<file path="config.mk">
export PLATFORM = sky130hd
export DESIGN_NAME = kem_kirsch
export DESIGN_NICKNAME = d
export VERILOG_FILES = /design/src/hw/rtl/kem_pkg.sv /design/src/hw/rtl/kem_kirsch.sv
export SDC_FILE = /design/constraint.sdc
export NUM_CORES = 1
export LEC_CHECK = 0
export ABC_CLOCK_PERIOD_IN_PS = 15000
export BUFFER_PORTS_ARGS = -buffer_cell sky130_fd_sc_hd__buf_2
export CORE_MARGIN = 4
export CORE_UTILIZATION = 47
export CTS_BUF_LIST = sky130_fd_sc_hd__clkbuf_16
export CTS_CLUSTER_DIAMETER = 60
export DETAILED_ROUTE_END_ITERATION = 10
export GPL_TIMING_DRIVEN = 0
export PLACE_DENSITY_LB_ADDON = 0.15
export SLEW_MARGIN = 20
export SYNTH_ARGS = -nofsm -noshare
export SYNTH_HDL_FRONTEND = slang
export SYNTH_SLANG_ARGS = --single-unit
</file>
<file path="constraint.sdc">
create_clock -name i_clk -period 15 [get_ports i_clk]
set_input_delay 0.75 -clock i_clk [delete_from_list [all_inputs] [get_ports i_clk]]
set_output_delay 0.75 -clock i_clk [all_outputs]
set_load 0.005 [all_outputs]
</file>
<file path="src/hw/rtl/kem_pkg.sv">
// Shared types and constants for the Kirsch edge magnitude unit.
// No dependencies; every other file in hw/rtl but kem_ram uses this package.
package kem_pkg;

    localparam int PIX_W      = 8;
    localparam int MAG_W      = 12;
    localparam int COORD_W    = 10;
    localparam int RING_N     = 8;
    localparam int SUM_W      = 10;   // three pixels
    localparam int TOTAL_W    = 11;   // eight pixels
    localparam int PROD_W     = 13;   // 8*S and 3*T
    localparam int CFG_IDX_W  = 1;
    localparam int CFG_DATA_W = 11;

    localparam logic [CFG_IDX_W-1:0] REG_IMAGE_WIDTH  = 1'b0;
    localparam logic [CFG_IDX_W-1:0] REG_IMAGE_HEIGHT = 1'b1;

    localparam int WIDTH_RESET  = 640;
    localparam int HEIGHT_RESET = 480;
    localparam int MIN_SIZE     = 3;

    localparam logic [PIX_W-1:0] PIX_MAX = '1;

    // Ring neighbors clockwise from top-left: TL, T, TR, R, BR, B, BL, L.
    typedef logic [RING_N-1:0][PIX_W-1:0] t_ring;

    typedef struct packed {
        logic [COORD_W-1:0] row;
        logic [COORD_W-1:0] col;
    } t_center;

endpackage

</file>
<file path="src/hw/rtl/kem_kirsch.sv">
// Pipelined Kirsch compass operator: ring sums, |5S - 3T| per rotation, max tree.
// Depends on kem_pkg; the final stage is the block's output register.
module kem_kirsch (
    input  logic                      i_clk,
    input  logic                      i_rst_n,
    input  logic                      i_en,
    input  logic                      i_valid,
    input  kem_pkg::t_ring            i_ring,
    input  kem_pkg::t_center          i_center,
    output logic                      o_valid,
    output logic [kem_pkg::MAG_W-1:0] o_magnitude,
    output logic [kem_pkg::PIX_W-1:0] o_pixel,
    output kem_pkg::t_center          o_center
);
    import kem_pkg::*;

    // stage A: captured ring
    logic        r_va;
    t_ring       r_ring;
    t_center     r_ctr_a;
    // stage B: triple sums and total
    logic        r_vb;
    logic [SUM_W-1:0]   r_sum [RING_N];
    logic [TOTAL_W-1:0] r_total;
    t_center     r_ctr_b;
    // stage C: absolute differences
    logic        r_vc;
    logic [MAG_W-1:0] r_diff [RING_N];
    t_center     r_ctr_c;
    // output stage
    logic             r_vo;
    logic [MAG_W-1:0] r_mag;
    logic [PIX_W-1:0] r_pix;
    t_center          r_ctr_o;

    logic [SUM_W-1:0]   n_sum [RING_N];
    logic [TOTAL_W-1:0] n_total;
    logic [MAG_W-1:0]   n_diff [RING_N];
    logic [MAG_W-1:0]   n_max4 [RING_N/2];
    logic [MAG_W-1:0]   n_max2 [RING_N/4];
    logic [MAG_W-1:0]   n_mag;

    always_comb begin
        n_total = '0;
        for (int i = 0; i < RING_N; i++) begin
            n_sum[i] = SUM_W'(r_ring[i]) + SUM_W'(r_ring[(i + 1) % RING_N])
                     + SUM_W'(r_ring[(i + 2) % RING_N]);
            n_total  = n_total + TOTAL_W'(r_ring[i]);
        end
    end

    // 5S - 3T == 8S - 3*(S+T)
    always_comb begin
        logic [PROD_W-1:0] a;
        logic [PROD_W-1:0] b;
        logic [PROD_W-1:0] d;
        a = '0;
        b = '0;
        d = '0;
        for (int i = 0; i < RING_N; i++) begin
            a = {r_sum[i], 3'b000};
            b = {1'b0, r_total, 1'b0} + PROD_W'(r_total);
            d = (a >= b) ? (a - b) : (b - a);
            n_diff[i] = d[MAG_W-1:0];
        end
    end

    always_comb begin
        for (int i = 0; i < RING_N / 2; i++) begin
            n_max4[i] = (r_diff[2*i] > r_diff[2*i+1]) ? r_diff[2*i] : r_diff[2*i+1];
        end
        for (int i = 0; i < RING_N / 4; i++) begin
            n_max2[i] = (n_max4[2*i] > n_max4[2*i+1]) ? n_max4[2*i] : n_max4[2*i+1];
        end
        n_mag = (n_max2[0] > n_max2[1]) ? n_max2[0] : n_max2[1];
        if (n_mag == '0) begin
            n_mag = MAG_W'(1);
        end
    end

    always_ff @(posedge i_clk) begin
        if (!i_rst_n) begin
            r_va <= 1'b0;
            r_vb <= 1'b0;
            r_vc <= 1'b0;
            r_vo <= 1'b0;
        end else if (i_en) begin
            r_va <= i_valid;
            r_vb <= r_va;
            r_vc <= r_vb;
            r_vo <= r_vc;
        end
    end

    always_ff @(posedge i_clk) begin
        if (i_en) begin
            r_ring  <= i_ring;
            r_ctr_a <= i_center;
            r_sum   <= n_sum;
            r_total <= n_total;
            r_ctr_b <= r_ctr_a;
            r_diff  <= n_diff;
            r_ctr_c <= r_ctr_b;
            r_mag   <= n_mag;
            r_pix   <= (n_mag > MAG_W'(PIX_MAX)) ? PIX_MAX : n_mag[PIX_W-1:0];
            r_ctr_o <= r_ctr_c;
        end
    end

    assign o_valid     = r_vo;
    assign o_magnitude = r_mag;
    assign o_pixel     = r_pix;
    assign o_center    = r_ctr_o;

endmodule

</file>
### Word level (Yosys, flattened, before mapping)

Cells that the tools add are included.

| word-level totals | value |
|---|---|
| output and inout bits | 41 |
| bits of input ports | 88 |
| word-level logic and storage cells | 112 |
| flip-flop bits (word level) | 355 |

| cells by class | value |
|---|---|
| order comparisons | 16 |
| reductions and logical operators | 1 |
| $add $sub $neg | 40 |
| multiplexer cells | 16 |

Operator list:

| operator | number |
|---|---|
| 12-bit two-way mux | 16 |
| 12-bit subtractor | 16 |
| 13-bit >= comparator | 8 |
| 9-bit by 8-bit adder with 10-bit output | 9 |
| 12-bit > comparator | 7 |
| 8-bit by 8-bit adder with 9-bit output | 9 |
| 11-bit by 8-bit adder with 11-bit output | 4 |
| 12-bit by 11-bit adder with 13-bit output | 1 |
| 12-bit by 8-bit > comparator with 1-bit output (second input constant) | 1 |
| 12-bit zero test | 1 |
| 10-bit by 8-bit adder with 11-bit output | 1 |

### Longest topological paths before layout

| depth | value |
|---|---|
| depth after elaboration | 9 |
| depth in mapped cells | 30 |
| depth with buffers taken out | 26 |

### Least setup slack after synthesis

No wires, ideal clock.

| path | value |
|---|---|
| path type | reg-to-reg |
| from | register r_diff[45] in the netlist's numbering |
| to | register r_mag[0] (netlist: o_magnitude[0]) (data pin) |
| arrival | 5.977 ns |
| clock period less this slack | 6.110 ns |
| slack | 8.890 ns |
| library setup time | 0.133 ns |
| data required time | 14.867 ns |
| buffers on the path | 3 |
| cell stages (with the launch flop) | 27 |
| cell sequence | edfxtp_1 ha_1 nand4_1 a211oi_1 a2111oi_0 a41oi_2 buf_2 mux2i_1 inv_1 ha_1 nor2b_1 o211ai_1 a21oi_1 nor3_1 nor3_2 clkbuf_1 mux2_2 ha_1 nand4_1 or2_2 o221ai_1 o21a_1 buf_1 mux2_2 nor4_1 nand3_1 nand2_1 |

| between the ends | value |
|---|---|
| cells in the longest elaborated chain, start to end | 8 |

RTL lines:

| element | line | source |
|---|---|---|
| start, declared | kem_kirsch.sv:28 | `logic [MAG_W-1:0] r_diff [RING_N];` |
| start signal, assigned | kem_kirsch.sv:102 | `r_diff <= n_diff;` |
| 12-bit > comparator | kem_kirsch.sv:70 | `n_max4[i] = (r_diff[2*i] > r_diff[2*i+1]) ? r_diff[2*i] : r_diff[2*i+1];` |
| 12-bit two-way mux (*) | kem_kirsch.sv:70 |  |
| 12-bit > comparator | kem_kirsch.sv:73 | `n_max2[i] = (n_max4[2*i] > n_max4[2*i+1]) ? n_max4[2*i] : n_max4[2*i+1];` |
| 12-bit two-way mux (*) | kem_kirsch.sv:73 |  |
| 12-bit > comparator | kem_kirsch.sv:75 | `n_mag = (n_max2[0] > n_max2[1]) ? n_max2[0] : n_max2[1];` |
| 12-bit two-way mux (*) | kem_kirsch.sv:75 |  |
| 12-bit zero test | kem_kirsch.sv:76 | `if (n_mag == '0) begin` |
| 12-bit two-way mux (*) | kem_kirsch.sv:76 |  |
| via n_mag[0] | kem_kirsch.sv:41 | `logic [MAG_W-1:0] n_mag;` |
| end signal, assigned | kem_kirsch.sv:104 | `r_mag <= n_mag;` |
| end, declared | kem_kirsch.sv:32 | `logic [MAG_W-1:0] r_mag;` |

The timed path passes the listed nets; every way through them passes the cells marked *.
A chain may end at the register's enable or synchronous reset.

### Worst setup path after layout

Same ends and word-level chain as after synthesis.

==> impl_results.md <==
* Pre-antenna DRT Iters at 5
* Met3 Use GR at 0.0259
* Syn nets at 2534
* Highest Clock Rate at 0.136 GHz
* # setup viols final at 0
* Worst-margin pin slew at 0.914 ns
* Post-DP HPWL at 46200 um
* Die Area at 55200 sq um
* Max stage delay on crit path at 0.49 ns
* Avg Inst Size Synth at 11.9 sq um
* Worst Path Required at 15.41 ns
* Root buffer cell: clkbuf_16
* Area delta synth->final at 13.1%
* Slew Limit Headroom at 0.390
* # clock sinks at 348
* Hold-fix buffers at CTS at 0
* Slew Viols, Final at 0
* RR Startpoint: r_diff[45]$_DFFE_PP_
* Vias in the first global route at 15867
* Synth Cell Area at 24200 sq um
* Worst reg2reg path endpoint: o_magnitude[0]$_DFFE_PP_
* First-pass GRT wire length at 89400 um
* CP top delay family: compound AO/OA/AOI/OAI gates
* Clk_lat worst skew at 0.57 ns
* CTS tree: built
* ANT cells at 0
* Worst path slowest cell: clkbuf_1
* Top-Level Pins at 129
* Drc violations at 0
* DR WL/cell at 19.4 um
* Total area of sequential cells at 10400 sq um
* FF-to-FF path depth at 27
* Yosys cell types at 77
* Port bufs at 128
* Hold Crit Class: primary input to register
* Flops & latches, synth at 348
* Critical Path Stages at 27
* Die Y at 235 um
* GR peak layer: met2
* Most numerous cell on the critical path: ha_1
* Setup slack, reg-to-reg at 7.65 ns
* Final #Nets at 2715
* Hold Vio Cnt, Final at 0
* Met1 Resource Use GR at 0.273
* Detail Route Antenna Nets at 0
* Crit path capture type: register
* Final WL at 56800 um
* Unrepaired setup endpoints after global routing: no
* Maximum fanout along the worst path at 10
* Post CTS Setup Buffer Count at 0
* Num CTS Buffers at 43
* Post-synth EDFFs at 344
* Post-cts sizing count at 0
* Hold Path Origin: i_ring[8]
* Largest net degree at the start of global routing at 111
* CTS Buffer Depth at 3
* Routed via count at 15404
* Synth Flop Type: edfxtp_1
* 1st-iter DRT viols at 919
* DR vias/cell at 5.26
* Die W at 235 um
* Finished Cell Area at 27400 sq um
* Initial Util at 0.479
* Placer congestion estimate at 0.896
* Ys Warns at 0
* Crit share post-route at 0.490
* Gr usage total at 0.206
* Core Rows at 82
* Outcome: completed
* Htree depth at 2
* Synth async-reset ratio at 0
* Arrival time at the worst endpoint at 7.76 ns
* Register area share after synthesis at 0.430
* Post-Syn Instances at 2039
* Post-route minimum period at 7.35 ns
* Met2 GRT Util at 0.355
* Max_cap viols at 0
* Setup TNS at 0 ns
* Clock transition at the registers of the reported paths at 0.06 ns
* GRT overflow at 0
* Hold path depth at 1
* Setup CP Type: register to register
* Clock skew at 0.0228 ns
* Placed cell areas at 25900 sq um
* Core area at 50600 sq um
* Multi-input gate area at 12700 sq um
* Fill cells at 4326
* Antenna violations before repair at 0
* Crit path buf inv count at 5
* Hold-critical path endpoint: r_ring[8]$_DFFE_PP_
* Layout cells sized above 1 at 0.129
* Worst setup SP type: register
[final cells by class]
cell class,count,area share
Multi-Input combinational cell,1381,0.462
Timing Repair Buffer,136,0.0288
Sequential cell,348,0.380
Clock buffer,45,0.0411
Tap cell,672,0.0307
Clock inverter,35,0.0129
Inverter,278,0.0381
Buffer,32,0.00603
[cells in the final DEF (no fill, tap or decap), drive strengths merged, types with 7 or more instances in the layout]
master and n:
xnor2 93, edfxtp 344, o211ai 7, a221oi 9
clkbuf 59, a31oi 13, o21ai 92, nand3b 7
xor2 58, fa 112, ha 295, inv 295
mux2 30, nor3 16, a21o 41, a211oi 16
buf 154, clkinv 12, nand2 81, nor2 60
nand2b 13, o31a 8, mux2i 78, a41oi 7
nand4 25, o21bai 31, nand3 25, a21oi 172
nor2b 27
[routing by layer]
| metal | vias to the layer above | routed length (um) |
|---|---|---|
| li1 | 7644 | - |
| met1 | 7338 | 25000 |
| met2 | 327 | 27800 |
| met3 | 95 | 2240 |
| met4 | 0 | 1790 |
| met5 | - | 0 |
[sequential cells by signal, indices dropped and copies added, names as in the netlist]
signal       count
r_ctr_c         20
r_vb             1
r_sum           80
r_ctr_a         20
r_ctr_b         20
r_diff          89
o_pixel          8
r_va             1
o_magnitude     12
o_valid          1
r_ring          64
o_center        20
r_total         11
r_vc             1
[logic make-up after synthesis]
kind of cell	after synthesis	synth area share
AOI/OAI and AO/OA	429	0.114
adders and majority gates	407	0.245
DFF	348	0.430
buffers and inverters	310	0.0499
and+or+nand+nor	286	0.0604
xor gates and xnor gates	151	0.0546
muxes	108	0.0464
[through the flow]
stage               utilization  instances  setup WS [ns]  hold WS, ns
CTS                       0.541       2927           7.56        0.318
global route              0.541       2927           7.05        0.329
finish                    0.541       2927           7.65        0.353
global placement          0.508       2839           7.78        0.401
detailed placement        0.512       2847           7.61        0.405
floorplan                     -       2039           8.89        0.400
[worst max path at each step]
stage | start | end | slack (ns)
finish | r_diff[45]$_DFFE_PP_ | o_magnitude[0]$_DFFE_PP_ | 7.65
detailed placement | r_diff[45]$_DFFE_PP_ | o_magnitude[0]$_DFFE_PP_ | 7.61
global placement | r_diff[45]$_DFFE_PP_ | o_magnitude[0]$_DFFE_PP_ | 7.78
CTS | r_diff[45]$_DFFE_PP_ | o_magnitude[0]$_DFFE_PP_ | 7.56
floorplan | r_diff[45]$_DFFE_PP_ | o_magnitude[0]$_DFFE_PP_ | 8.89
global route | r_diff[35]$_DFFE_PP_ | o_magnitude[0]$_DFFE_PP_ | 7.05
[worst reg2reg max path, delay by kind of cell (launching register included)]
family,cells,cell delay (ns)
buffers and inverters,5,1.67
AO/OA/AOI/OAI,9,1.92
multiplexers,2,0.77
AND/OR/NAND/NOR,8,1.52
adder cells (fa/ha/maj),3,0.93
flip-flops,1,0.41
[Yosys cell counts (3+ instances only)]
cell type | instances | area [sq um]
a211oi_1 | 12 | 90.1
or4_1 | 3 | 22.5
nand4_1 | 25 | 156
clkbuf_1 | 14 | 52.6
a211oi_2 | 4 | 50.1
o21ai_2 | 3 | 26.3
xnor2_1 | 93 | 815
a21o_1 | 41 | 308
nor2_1 | 56 | 210
dfxtp_1 | 4 | 80.1
inv_1 | 278 | 1040
o211ai_1 | 7 | 52.6
a41oi_1 | 5 | 43.8
o21ai_1 | 29 | 145
o21bai_1 | 31 | 233
o21ai_0 | 60 | 300
a21oi_1 | 170 | 851
mux2_2 | 28 | 315
and4_1 | 4 | 35.0
nor2_4 | 4 | 45.0
edfxtp_1 | 344 | 10300
mux2i_1 | 78 | 781
nand2b_1 | 13 | 81.3
nand3b_1 | 7 | 52.6
buf_4 | 5 | 37.5
nor4_1 | 4 | 25.0
buf_2 | 9 | 45.0
a311oi_1 | 3 | 26.3
or2_2 | 6 | 37.5
nand2_1 | 81 | 304
xor2_1 | 58 | 508
and3_1 | 6 | 37.5
o31a_1 | 8 | 70.1
a221o_1 | 5 | 50.1
nor3_1 | 15 | 75.1
nand3_1 | 25 | 125
a221oi_1 | 7 | 61.3
a31oi_1 | 11 | 68.8
fa_1 | 112 | 2240
ha_1 | 295 | 3690
nor2b_1 | 27 | 169
o31ai_1 | 3 | 22.5
Power is not shown: default switching activity piles up to over one toggle a cycle in this logic, so the estimate is an artifact.
